<file path="config.mk">
export PLATFORM = sky130hd
export DESIGN_NAME = msa_disk_image_rle_decoder
export DESIGN_NICKNAME = d
export VERILOG_FILES = /design/src/msa_rle_pkg.sv /design/src/msa_rle_ctrl.sv /design/src/msa_rle_datapath.sv /design/src/msa_disk_image_rle_decoder.sv
export SDC_FILE = /design/constraint.sdc
export NUM_CORES = 2
export LEC_CHECK = 0
export BUFFER_PORTS_ARGS = -buffer_cell sky130_fd_sc_hd__buf_2
export CAP_MARGIN = 20
export CORE_ASPECT_RATIO = 1.4
export CORE_MARGIN = 3
export CORE_UTILIZATION = 45
export CTS_BUF_LIST = sky130_fd_sc_hd__clkbuf_8
export DETAILED_ROUTE_END_ITERATION = 8
export MAX_ROUTING_LAYER = met4
export SYNTH_ARGS = -nofsm -noshare
export SYNTH_HDL_FRONTEND = slang
export SYNTH_SLANG_ARGS = --single-unit
</file>
<file path="constraint.sdc">
create_clock -name i_clk -period 10.4 [get_ports i_clk]
set_clock_uncertainty 0.1 [all_clocks]
set_input_delay 2.6 -clock i_clk [delete_from_list [all_inputs] [get_ports i_clk]]
set_output_delay 2.6 -clock i_clk [all_outputs]
set_load 0.005 [all_outputs]
</file>
<file path="src/msa_rle_pkg.sv">
// Shared types and constants for the MSA disk-image run-length decoder.
package msa_rle_pkg;

    // One input word: a byte of the image file and its end-of-file flag.
    typedef struct packed {
        logic [7:0] in_byte;
        logic       end_of_file;
    } t_in_word;

    // One output word: a byte run or the final status report.
    typedef struct packed {
        logic        kind;
        logic [7:0]  run_value;
        logic [15:0] run_length;
        logic [23:0] dest_offset;
        logic [1:0]  status;
        logic        last_result;
    } t_out_word;

    // Parse phase of the file.
    typedef enum logic [2:0] {
        PH_HEADER = 3'd0,
        PH_LEN_HI = 3'd1,
        PH_LEN_LO = 3'd2,
        PH_DATA   = 3'd3,
        PH_DONE   = 3'd4,
        PH_ERROR  = 3'd5
    } t_phase;

    // Progress through a fill marker.
    typedef enum logic [1:0] {
        MK_IDLE = 2'd0,
        MK_FILL = 2'd1,
        MK_HI   = 2'd2,
        MK_LO   = 2'd3
    } t_marker;

    // Controller states.
    typedef enum logic [1:0] {
        CS_IDLE  = 2'd0,
        CS_MUL1  = 2'd1,
        CS_MUL2  = 2'd2,
        CS_CHECK = 2'd3
    } t_ctl_state;

    // Commands from the controller to the datapath.
    typedef struct packed {
        logic take_byte;
        logic mul_first;
        logic mul_second;
        logic check;
    } t_ctl_cmd;

    // Status from the datapath to the controller.
    typedef struct packed {
        logic slot_free;
        logic hdr_check;
    } t_ctl_status;

    localparam logic [15:0] MAGIC_WORD     = 16'h0E0F;
    localparam logic [7:0]  RUN_MARK       = 8'hE5;
    localparam int          SECTOR_SHIFT   = 9;
    localparam logic [3:0]  HEADER_LEN     = 4'd10;
    localparam logic [23:0] CAPACITY_RESET = 24'd1474560;

    localparam logic KIND_RUN    = 1'b0;
    localparam logic KIND_STATUS = 1'b1;

    localparam logic [1:0] ST_OK         = 2'd0;
    localparam logic [1:0] ST_BAD_HEADER = 2'd1;
    localparam logic [1:0] ST_TOO_LARGE  = 2'd2;
    localparam logic [1:0] ST_TRUNCATED  = 2'd3;

endpackage

</file>
<file path="src/msa_rle_ctrl.sv">
// Controller state machine of the MSA run-length decoder.
module msa_rle_ctrl (
    input  logic                     i_clk,
    input  logic                     i_rst_n,
    input  logic                     i_in_valid,
    input  msa_rle_pkg::t_ctl_status i_status,
    output msa_rle_pkg::t_ctl_cmd    o_cmd,
    output logic                     o_in_ready
);

    msa_rle_pkg::t_ctl_state r_state;
    msa_rle_pkg::t_ctl_state n_state;

    always_ff @(posedge i_clk) begin
        if (!i_rst_n) begin
            r_state <= msa_rle_pkg::CS_IDLE;
        end else begin
            r_state <= n_state;
        end
    end

    always_comb begin
        n_state    = r_state;
        o_cmd      = '0;
        o_in_ready = 1'b0;
        unique case (r_state)
            msa_rle_pkg::CS_IDLE: begin
                o_in_ready = i_status.slot_free;
                if (i_in_valid && i_status.slot_free) begin
                    o_cmd.take_byte = 1'b1;
                    // The last header byte starts the image size check.
                    if (i_status.hdr_check) begin
                        n_state = msa_rle_pkg::CS_MUL1;
                    end
                end
            end
            msa_rle_pkg::CS_MUL1: begin
                o_cmd.mul_first = 1'b1;
                n_state         = msa_rle_pkg::CS_MUL2;
            end
            msa_rle_pkg::CS_MUL2: begin
                o_cmd.mul_second = 1'b1;
                n_state          = msa_rle_pkg::CS_CHECK;
            end
            msa_rle_pkg::CS_CHECK: begin
                // Wait for room, as the check may report a status word.
                if (i_status.slot_free) begin
                    o_cmd.check = 1'b1;
                    n_state     = msa_rle_pkg::CS_IDLE;
                end
            end
            default: begin
                n_state = msa_rle_pkg::CS_IDLE;
            end
        endcase
    end

endmodule

</file>
<file path="src/msa_rle_datapath.sv">
// Datapath of the MSA run-length decoder: parse state, size check and output words.
module msa_rle_datapath #(
    parameter int OFFSET_BITS = 24
) (
    input  logic                     i_clk,
    input  logic                     i_rst_n,
    input  msa_rle_pkg::t_ctl_cmd    i_cmd,
    output msa_rle_pkg::t_ctl_status o_status,
    input  msa_rle_pkg::t_in_word    i_in_data,
    input  logic [23:0]              i_capacity,
    input  logic                     i_out_stall,
    output logic                     o_out_valid,
    output msa_rle_pkg::t_out_word   o_out_data
);

    localparam int NEED_BITS = 50 + msa_rle_pkg::SECTOR_SHIFT;

    msa_rle_pkg::t_phase  r_phase, n_phase;
    msa_rle_pkg::t_marker r_marker, n_marker;
    logic [3:0]             r_header_count, n_header_count;
    logic [15:0]            r_spt, n_spt;
    logic [16:0]            r_side_count, n_side_count;
    logic [15:0]            r_first, n_first;
    logic [15:0]            r_last, n_last;
    logic [15:0]            r_track_counter, n_track_counter;
    logic [16:0]            r_side_counter, n_side_counter;
    logic [15:0]            r_segment_left, n_segment_left;
    logic [24:0]            r_track_bytes, n_track_bytes;
    logic                   r_raw_track, n_raw_track;
    logic [24:0]            r_track_written, n_track_written;
    logic [OFFSET_BITS-1:0] r_track_base, n_track_base;
    logic [7:0]             r_held_fill, n_held_fill;
    logic [7:0]             r_held_hi, n_held_hi;
    logic [1:0]             r_error_code, n_error_code;
    logic                   r_eof_held, n_eof_held;
    logic [33:0]            r_mul_a, n_mul_a;
    logic [49:0]            r_prod, n_prod;
    logic                   r_out_valid, n_out_valid;
    logic                   r_pend_valid, n_pend_valid;
    msa_rle_pkg::t_out_word r_out_data, n_out_data;
    msa_rle_pkg::t_out_word r_pend_data, n_pend_data;

    msa_rle_pkg::t_out_word res0, res1;
    logic [1:0]             res_count;
    logic                   hdr_check;
    logic                   slot_free;
    logic                   taken;

    logic [OFFSET_BITS+24:0] tw_ext;
    logic [OFFSET_BITS+24:0] tb_ext;
    logic [OFFSET_BITS-1:0]  off_full;
    logic [OFFSET_BITS-1:0]  base_step;
    logic [OFFSET_BITS+23:0] off_ext;
    logic [OFFSET_BITS+23:0] size_ext;
    logic [16:0]             tracks;
    logic [NEED_BITS-1:0]    needed;
    logic                    too_large;

    assign tw_ext    = {{OFFSET_BITS{1'b0}}, r_track_written};
    assign tb_ext    = {{OFFSET_BITS{1'b0}}, r_track_bytes};
    assign off_full  = r_track_base + tw_ext[OFFSET_BITS-1:0];
    assign base_step = r_track_base + tb_ext[OFFSET_BITS-1:0];
    assign off_ext   = {24'd0, off_full};
    assign tracks    = {1'b0, r_last} - {1'b0, r_first} + 17'd1;
    assign needed    = {r_prod, {msa_rle_pkg::SECTOR_SHIFT{1'b0}}};
    assign too_large = (needed > {{(NEED_BITS-24){1'b0}}, i_capacity})
                    || (needed[NEED_BITS-1:OFFSET_BITS] != '0);

    assign taken     = r_out_valid && !i_out_stall;
    assign slot_free = !r_pend_valid && (!r_out_valid || !i_out_stall);

    assign o_status.slot_free = slot_free;
    assign o_status.hdr_check = hdr_check;
    assign o_out_valid        = r_out_valid;
    assign o_out_data         = r_out_data;

    always_comb begin
        logic [7:0]  b;
        logic        do_next;
        logic        do_eof;
        logic [15:0] cnt;
        logic [24:0] room;
        logic [1:0]  st;

        b        = i_in_data.in_byte;
        do_next  = 1'b0;
        do_eof   = 1'b0;
        cnt      = '0;
        room     = '0;
        st       = msa_rle_pkg::ST_OK;
        size_ext = '0;

        n_phase         = r_phase;
        n_marker        = r_marker;
        n_header_count  = r_header_count;
        n_spt           = r_spt;
        n_side_count    = r_side_count;
        n_first         = r_first;
        n_last          = r_last;
        n_track_counter = r_track_counter;
        n_side_counter  = r_side_counter;
        n_segment_left  = r_segment_left;
        n_track_bytes   = r_track_bytes;
        n_raw_track     = r_raw_track;
        n_track_written = r_track_written;
        n_track_base    = r_track_base;
        n_held_fill     = r_held_fill;
        n_held_hi       = r_held_hi;
        n_error_code    = r_error_code;
        n_eof_held      = r_eof_held;
        n_mul_a         = r_mul_a;
        n_prod          = r_prod;

        res0      = '0;
        res1      = '0;
        res_count = 2'd0;
        hdr_check = 1'b0;

        // Run word template: offset is where the next byte of the track lands.
        res0.kind        = msa_rle_pkg::KIND_RUN;
        res0.dest_offset = off_ext[23:0];
        res0.status      = msa_rle_pkg::ST_OK;

        if (i_cmd.take_byte) begin
            unique case (r_phase)
                msa_rle_pkg::PH_HEADER: begin
                    case (r_header_count)
                        4'd0: begin
                            if (b != msa_rle_pkg::MAGIC_WORD[15:8]) begin
                                n_error_code = msa_rle_pkg::ST_BAD_HEADER;
                            end
                        end
                        4'd1: begin
                            if (b != msa_rle_pkg::MAGIC_WORD[7:0]) begin
                                n_error_code = msa_rle_pkg::ST_BAD_HEADER;
                            end
                        end
                        4'd2, 4'd3: n_spt = {r_spt[7:0], b};
                        4'd4, 4'd5: n_side_count = {1'b0, r_side_count[7:0], b};
                        4'd6, 4'd7: n_first = {r_first[7:0], b};
                        default:    n_last = {r_last[7:0], b};
                    endcase
                    n_header_count = r_header_count + 4'd1;
                    if (r_header_count >= msa_rle_pkg::HEADER_LEN - 4'd1) begin
                        n_side_count  = {1'b0, n_side_count[15:0]} + 17'd1;
                        n_track_bytes = {n_spt, {msa_rle_pkg::SECTOR_SHIFT{1'b0}}};
                        if (n_error_code != msa_rle_pkg::ST_OK || n_last < n_first) begin
                            n_error_code = msa_rle_pkg::ST_BAD_HEADER;
                            n_phase      = msa_rle_pkg::PH_ERROR;
                        end else begin
                            // Size check follows over the next cycles.
                            hdr_check  = 1'b1;
                            n_eof_held = i_in_data.end_of_file;
                        end
                    end
                end
                msa_rle_pkg::PH_LEN_HI: begin
                    n_segment_left = {b, 8'd0};
                    n_phase        = msa_rle_pkg::PH_LEN_LO;
                end
                msa_rle_pkg::PH_LEN_LO: begin
                    n_segment_left  = {r_segment_left[15:8], b};
                    n_raw_track     = ({9'd0, n_segment_left} == r_track_bytes);
                    n_track_written = '0;
                    n_marker        = msa_rle_pkg::MK_IDLE;
                    if (n_segment_left == 16'd0) begin
                        do_next = 1'b1;
                    end else begin
                        n_phase = msa_rle_pkg::PH_DATA;
                    end
                end
                msa_rle_pkg::PH_DATA: begin
                    n_segment_left = r_segment_left - 16'd1;
                    if (r_raw_track) begin
                        if (r_track_written < r_track_bytes) begin
                            res0.run_value  = b;
                            res0.run_length = 16'd1;
                            res_count       = 2'd1;
                            n_track_written = r_track_written + 25'd1;
                        end
                    end else begin
                        case (r_marker)
                            msa_rle_pkg::MK_IDLE: begin
                                if (r_track_written < r_track_bytes) begin
                                    // A marker too close to the segment end is a literal.
                                    if (b == msa_rle_pkg::RUN_MARK
                                            && r_segment_left >= 16'd4) begin
                                        n_marker = msa_rle_pkg::MK_FILL;
                                    end else begin
                                        res0.run_value  = b;
                                        res0.run_length = 16'd1;
                                        res_count       = 2'd1;
                                        n_track_written = r_track_written + 25'd1;
                                    end
                                end
                            end
                            msa_rle_pkg::MK_FILL: begin
                                n_held_fill = b;
                                n_marker    = msa_rle_pkg::MK_HI;
                            end
                            msa_rle_pkg::MK_HI: begin
                                n_held_hi = b;
                                n_marker  = msa_rle_pkg::MK_LO;
                            end
                            default: begin
                                cnt  = {r_held_hi, b};
                                room = r_track_bytes - r_track_written;
                                if ({9'd0, cnt} > room) begin
                                    cnt = room[15:0];
                                end
                                if (cnt != 16'd0) begin
                                    res0.run_value  = r_held_fill;
                                    res0.run_length = cnt;
                                    res_count       = 2'd1;
                                    n_track_written = r_track_written + {9'd0, cnt};
                                end
                                n_marker = msa_rle_pkg::MK_IDLE;
                            end
                        endcase
                    end
                    if (n_segment_left == 16'd0) begin
                        do_next = 1'b1;
                    end
                end
                default: begin
                end
            endcase

            if (do_next) begin
                n_track_base    = base_step;
                n_track_written = '0;
                n_marker        = msa_rle_pkg::MK_IDLE;
                n_side_counter  = r_side_counter + 17'd1;
                n_phase         = msa_rle_pkg::PH_LEN_HI;
                if (n_side_counter >= r_side_count) begin
                    n_side_counter = '0;
                    if (r_track_counter == r_last) begin
                        n_phase = msa_rle_pkg::PH_DONE;
                    end else begin
                        n_track_counter = r_track_counter + 16'd1;
                    end
                end
            end

            do_eof = i_in_data.end_of_file && !hdr_check;
        end

        if (i_cmd.mul_first) begin
            n_mul_a = {17'd0, tracks} * {17'd0, r_side_count};
        end

        if (i_cmd.mul_second) begin
            n_prod = {16'd0, r_mul_a} * {34'd0, r_spt};
        end

        if (i_cmd.check) begin
            if (too_large) begin
                n_error_code = msa_rle_pkg::ST_TOO_LARGE;
                n_phase      = msa_rle_pkg::PH_ERROR;
            end else begin
                n_track_counter = r_first;
                n_side_counter  = '0;
                n_track_base    = '0;
                n_phase         = msa_rle_pkg::PH_LEN_HI;
            end
            do_eof = r_eof_held;
        end

        if (do_eof) begin
            size_ext = {24'd0, n_track_base};
            if (n_error_code != msa_rle_pkg::ST_OK) begin
                st = n_error_code;
            end else if (n_phase == msa_rle_pkg::PH_HEADER) begin
                st = msa_rle_pkg::ST_BAD_HEADER;
            end else if (n_phase != msa_rle_pkg::PH_DONE) begin
                st = msa_rle_pkg::ST_TRUNCATED;
            end else begin
                st = msa_rle_pkg::ST_OK;
            end
            if (res_count == 2'd0) begin
                res0             = '0;
                res0.kind        = msa_rle_pkg::KIND_STATUS;
                res0.status      = st;
                res0.dest_offset = (st == msa_rle_pkg::ST_OK) ? size_ext[23:0] : 24'd0;
            end else begin
                res1             = '0;
                res1.kind        = msa_rle_pkg::KIND_STATUS;
                res1.status      = st;
                res1.dest_offset = (st == msa_rle_pkg::ST_OK) ? size_ext[23:0] : 24'd0;
            end
            res_count = res_count + 2'd1;

            // Back to the start of a new file; the capacity register is kept.
            n_phase         = msa_rle_pkg::PH_HEADER;
            n_header_count  = '0;
            n_spt           = '0;
            n_side_count    = '0;
            n_first         = '0;
            n_last          = '0;
            n_track_counter = '0;
            n_side_counter  = '0;
            n_segment_left  = '0;
            n_track_bytes   = '0;
            n_raw_track     = 1'b0;
            n_track_written = '0;
            n_track_base    = '0;
            n_marker        = msa_rle_pkg::MK_IDLE;
            n_held_fill     = '0;
            n_held_hi       = '0;
            n_error_code    = msa_rle_pkg::ST_OK;
            n_eof_held      = 1'b0;
        end

        if (res_count == 2'd1) begin
            res0.last_result = 1'b1;
        end else begin
            res1.last_result = 1'b1;
        end
    end

    // Output register plus one overflow word for the second result of a byte.
    always_comb begin
        n_out_valid  = r_out_valid;
        n_out_data   = r_out_data;
        n_pend_valid = r_pend_valid;
        n_pend_data  = r_pend_data;
        if (res_count != 2'd0) begin
            n_out_valid = 1'b1;
            n_out_data  = res0;
            if (res_count == 2'd2) begin
                n_pend_valid = 1'b1;
                n_pend_data  = res1;
            end
        end else if (r_pend_valid && (!r_out_valid || taken)) begin
            n_out_valid  = 1'b1;
            n_out_data   = r_pend_data;
            n_pend_valid = 1'b0;
        end else if (taken) begin
            n_out_valid = 1'b0;
        end
    end

    always_ff @(posedge i_clk) begin
        if (!i_rst_n) begin
            r_phase         <= msa_rle_pkg::PH_HEADER;
            r_marker        <= msa_rle_pkg::MK_IDLE;
            r_header_count  <= '0;
            r_spt           <= '0;
            r_side_count    <= '0;
            r_first         <= '0;
            r_last          <= '0;
            r_track_counter <= '0;
            r_side_counter  <= '0;
            r_segment_left  <= '0;
            r_track_bytes   <= '0;
            r_raw_track     <= 1'b0;
            r_track_written <= '0;
            r_track_base    <= '0;
            r_held_fill     <= '0;
            r_held_hi       <= '0;
            r_error_code    <= msa_rle_pkg::ST_OK;
            r_eof_held      <= 1'b0;
            r_out_valid     <= 1'b0;
            r_pend_valid    <= 1'b0;
        end else begin
            r_phase         <= n_phase;
            r_marker        <= n_marker;
            r_header_count  <= n_header_count;
            r_spt           <= n_spt;
            r_side_count    <= n_side_count;
            r_first         <= n_first;
            r_last          <= n_last;
            r_track_counter <= n_track_counter;
            r_side_counter  <= n_side_counter;
            r_segment_left  <= n_segment_left;
            r_track_bytes   <= n_track_bytes;
            r_raw_track     <= n_raw_track;
            r_track_written <= n_track_written;
            r_track_base    <= n_track_base;
            r_held_fill     <= n_held_fill;
            r_held_hi       <= n_held_hi;
            r_error_code    <= n_error_code;
            r_eof_held      <= n_eof_held;
            r_out_valid     <= n_out_valid;
            r_pend_valid    <= n_pend_valid;
        end
    end

    always_ff @(posedge i_clk) begin
        r_mul_a     <= n_mul_a;
        r_prod      <= n_prod;
        r_out_data  <= n_out_data;
        r_pend_data <= n_pend_data;
    end

endmodule

</file>
<file path="src/msa_disk_image_rle_decoder.sv">
// Top level of the MSA disk-image run-length decoder.
//
//   Channel  Direction  Handshake              Word
//   in       input      i_in_valid/o_in_stall  t_in_word: file byte, end-of-file flag
//   out      output     o_out_valid/i_out_stall t_out_word: byte run or final status
//   cfg      input      APB write/read         capacity_bytes at byte address 0
//
// Each accepted byte may raise up to two output words (a run and the final
// status); the second word waits in an overflow register and the input is held
// off until it has moved to the output register.
// The last header byte is followed by two multiply steps for the expanded
// size and one compare against the capacity register, and the compare waits
// for as long as the output register is full and stalled.
// Reset is synchronous and active low; it needs no clearing pass, and the
// capacity register returns to 1474560 bytes.
// A stalled output holds its word; the next byte is taken in the same cycle as
// the waiting word leaves, provided no second word is queued.
module msa_disk_image_rle_decoder #(
    parameter int OFFSET_BITS = 24
) (
    input  logic                   i_clk,
    input  logic                   i_rst_n,

    input  logic                   i_in_valid,
    input  msa_rle_pkg::t_in_word  i_in_data,
    output logic                   o_in_stall,

    output logic                   o_out_valid,
    output msa_rle_pkg::t_out_word o_out_data,
    input  logic                   i_out_stall,

    input  logic                   psel,
    input  logic                   penable,
    input  logic                   pwrite,
    input  logic [2:0]             paddr,
    input  logic [31:0]            pwdata,
    output logic [31:0]            prdata,
    output logic                   pready
);

    // Register index taken from the word address.
    localparam logic REG_CAPACITY = 1'b0;

    logic [23:0]              r_capacity;
    msa_rle_pkg::t_ctl_cmd    cmd;
    msa_rle_pkg::t_ctl_status status;
    logic                     in_ready;

    // The configuration port never waits.
    assign pready = 1'b1;

    always_ff @(posedge i_clk) begin
        if (!i_rst_n) begin
            r_capacity <= msa_rle_pkg::CAPACITY_RESET;
        end else if (psel && penable && pwrite && pready && paddr[2] == REG_CAPACITY) begin
            r_capacity <= pwdata[23:0];
        end
    end

    // Reads of the unused word return zero.
    assign prdata = (paddr[2] == REG_CAPACITY) ? {8'd0, r_capacity} : 32'd0;

    // The controller decides when a byte is taken and sequences the size check.
    assign o_in_stall = !in_ready;

    msa_rle_ctrl u_ctrl (
        .i_clk      (i_clk),
        .i_rst_n    (i_rst_n),
        .i_in_valid (i_in_valid),
        .i_status   (status),
        .o_cmd      (cmd),
        .o_in_ready (in_ready)
    );

    // The datapath holds the parse state and the output registers.
    msa_rle_datapath #(
        .OFFSET_BITS (OFFSET_BITS)
    ) u_datapath (
        .i_clk       (i_clk),
        .i_rst_n     (i_rst_n),
        .i_cmd       (cmd),
        .o_status    (status),
        .i_in_data   (i_in_data),
        .i_capacity  (r_capacity),
        .i_out_stall (i_out_stall),
        .o_out_valid (o_out_valid),
        .o_out_data  (o_out_data)
    );

endmodule
</file>
==> impl_metrics.tcl <==
set metrics [dict create \
    vias 41000 \
    dp_hpwl_microns 110000 \
    cts_sinks 400 \
    setup_violations 0 \
    die-area_sq_um 117000 \
    min_path_type "reg2reg" \
    clk_pin_slew_worst_paths_ns 0.07 \
    slowest_stage "fa_1" \
    vias_per_cell 5.55 \
    crit_start "u_datapath.r_last[1]$_SDFFE_PP0P_" \
    avgSynthCellArea_sq_um 8.68 \
    p_seq_frac 0.434 \
    worstSetupEndpointType "register" \
    r2r_setup_slack_ns 0.58 \
    ioPinCount 138 \
    fillers 10800 \
    utilization 0.487 \
    clock_latency_ns 0.79 \
    path_max_fanout 8 \
    grt_max_degree 90 \
    synth_top_area_cell "fa_1" \
    worstSetupEndpoint "u_datapath.r_mul_a[33]$_DFFE_PN_" \
    combPwrFrac 0.139 \
    layout_commonest_cell "nand2_1" \
    syn_area_sq_um 50900 \
    arrival_ns 10.22 \
    placed_area_sq_um 52900 \
    cts_root_buf "clkbuf_8" \
    p_leak_nw 23.8 \
    tightest_slew_ns 1.15 \
    crit_type "reg2reg" \
    worst_r2r_startpoint "u_datapath.r_last[1]$_SDFFE_PP0P_" \
    wl_per_cell_microns 19.8 \
    netSwitchingPower_mw 1.20 \
    highest_layer "met4" \
    irDropWorstVdd_mv 0.0801 \
    cts_resized 0 \
    start_kind "register" \
    synth.distinct_cells 83 \
    start_util 0.455 \
    fin_area_sq_um 54600 \
    htreeDepth 3 \
    grt_pass1_wl_microns 233000 \
    cp.depth 40 \
    fmax_mhz 102 \
    clk_path_buf_depth 3 \
    cts_buffers 76 \
    drtPass1Iterations 6 \
    worstPathRequired_ns 10.81 \
    dr_wl_met2_microns 73100 \
    yosys_register_bits 400 \
    cts_setup_buffers 0 \
    drv_cap 0 \
    drc_errors 0 \
    swShare 0.315 \
    drt_iter0_drc 2576 \
    m1WireLength_microns 60200 \
    ys_seq_area_frac 0.190 \
    coreArea_sq_um 112000 \
    drive_gt1_frac 0.0664 \
    areaGrowthSynthToFinish_pct 7.19 \
    multi_input_area_sq_um 37000 \
    synth_edf_count 164 \
    ff_latch_area_sq_um 9650 \
    hold_viol 0 \
    async_flop_share 0 \
    finalMaxSlewViolations 0 \
    status "complete, no violations" \
    grt_pass1_vias 41900 \
    path_buf_inv 9 \
    cp_top_family "adder cells" \
    antenna_found_initial 3 \
    cts_tree "yes" \
    die_y_microns 404 \
    cellPowerDensity_nw_per_um2 69.9 \
    met3WireLength_microns 8290 \
    post-route-period-util 0.944 \
    fin_nets 6987 \
    die_x_microns 290 \
    wirelength_microns 146000 \
    synth-main-ff-cell "dfxtp_1" \
    r2r_end "u_datapath.r_mul_a[33]$_DFFE_PN_" \
    slowest_delay_ns 0.55 \
    syn_inst 5863 \
    postRouteAntennaNets 0 \
    p_int_mw 2.61 \
    track_usage 0.257 \
    clockPowerShare 0.427 \
    fp-row-count 145 \
    portBuffers 118 \
    slew_headroom 0.232 \
    synth_warnings 0 \
    rr_worst_depth 40 \
    period_minus_slack_ns 9.82 \
    final_cell_mix "867 x nand2_1, 852 x inv_1, 674 x fa_1, 416 x ha_1, 353 x nor2_1" \
    synthTopCellsByArea "fa_1 27%, ha_1 10%, edfxtp_1 9.7%" \
    gp_congestion 0.905 \
    grt_overflow 0 \
    synth_top_area_frac 0.265 \
    hold_buffers 0 \
]
==> stage by stage <==
step | total power, mW | instances | hold slack (ns) | setup TNS (ns) | worst slack (ns)
2_1_floorplan | 1.99 | 5870 | 0.343 | 0 | 1.38
3_3_place_gp | 2.20 | 7233 | 0.352 | 0 | 0.470
3_5_place_dp | 2.21 | 7233 | 0.358 | 0 | 0.407
4_1_cts | 3.85 | 7375 | 0.366 | 0 | 0.371
5_1_grt | 3.97 | 7384 | 0.392 | -0.0419 | -0.0419
6_report | 3.81 | 7386 | 0.362 | 0 | 0.584
==> worst reg2reg max path: cells and delay by family, from the launching register on <==
family | cells | cell delay [ns]
DFF | 1 | 0.37
and+or+nand+nor | 6 | 1.09
xor gates and xnor gates | 2 | 0.38
adders and majority gates | 10 | 4.03
buffers and inverters | 9 | 0.75
AOI/OAI and AO/OA | 13 | 2.82
==> Yosys cell counts (all sizes together) (67+ instances only) <==
library cell and number:
xnor2 126, nor2 357, dfxtp 236, nand4 67, xor2 89, o21ai 172, ha 418, edfxtp 164
a21o 77, a21oi 247, mux2i 74, fa 674, clkbuf 297, inv 824, nand3 95, a211oi 72
nand2 869, and2 299, nor3 79
==> layout make-up <==
class                           count  area share
Inverter                          824      0.0567
Antenna cell                        8    0.000367
Tap cell                         1470      0.0337
Clock buffer                       84      0.0212
Clock inverter                     58     0.00736
Timing Repair Buffer              219      0.0256
Multi-Input combinational cell   4323       0.678
Sequential cell                   400       0.177
==> logic make-up (layout without fill, tap and decap cells) <==
| family | after synthesis | after routing | synth area share |
|---|---|---|---|
| AO/OA/AOI/OAI | 885 | 885 | 0.113 |
| XOR/XNOR | 215 | 215 | 0.0370 |
| adder cells (fa/ha/maj) | 1092 | 1092 | 0.368 |
| buffers and inverters | 1147 | 1185 | 0.0854 |
| flip-flops | 400 | 400 | 0.190 |
| multiplexers | 97 | 97 | 0.0196 |
| other | 2 | 17 | 0.000148 |
| AND/OR/NAND/NOR | 2025 | 2025 | 0.188 |
==> power by group through the flow <==
| stage | registers (mW) | logic (mW) | clock network, mW |
|---|---|---|---|
| after detailed placement | 1.69 | 0.521 | 0 |
| final | 1.66 | 0.532 | 1.63 |
| after CTS | 1.65 | 0.523 | 1.68 |
| after global placement | 1.69 | 0.516 | 0 |
| after global routing | 1.66 | 0.576 | 1.74 |
| after floorplan | 1.68 | 0.306 | 0 |
==> sequential cells by signal (all words and copies together), names as in the netlist, 17 cells and up <==
signal,flops
u_datapath.r_track_base,24
u_datapath.r_mul_a,34
u_datapath.o_out_data,52
u_datapath.r_side_count,17
u_datapath.r_pend_data,28
u_datapath.r_side_counter,17
u_datapath.r_prod,50
r_capacity,24
u_datapath.r_track_written,25
==> per-layer routing <==
layer  track usage  up-vias
met4        0.0847        0
met3        0.0340      298
met1         0.315    20400
li1              -    19100
met5             -        -
met2         0.438     1243
==> worst min path at each step <==
stage	startpoint	to	slack (ns)	cells past startpoint
floorplan	r_capacity[10]$_SDFFE_PN0P_	r_capacity[10]$_SDFFE_PN0P_	0.34	2
global placement	r_capacity[13]$_SDFFE_PN0P_	r_capacity[13]$_SDFFE_PN0P_	0.35	2
detailed placement	r_capacity[21]$_SDFFE_PN0P_	r_capacity[21]$_SDFFE_PN0P_	0.36	2
CTS	r_capacity[21]$_SDFFE_PN0P_	r_capacity[21]$_SDFFE_PN0P_	0.37	2
global route	r_capacity[9]$_SDFFE_PN0P_	r_capacity[9]$_SDFFE_PN0P_	0.39	2
finish	r_capacity[21]$_SDFFE_PN0P_	r_capacity[21]$_SDFFE_PN0P_	0.36	2
No activity file was read; power rests on OpenSTA's default activity.
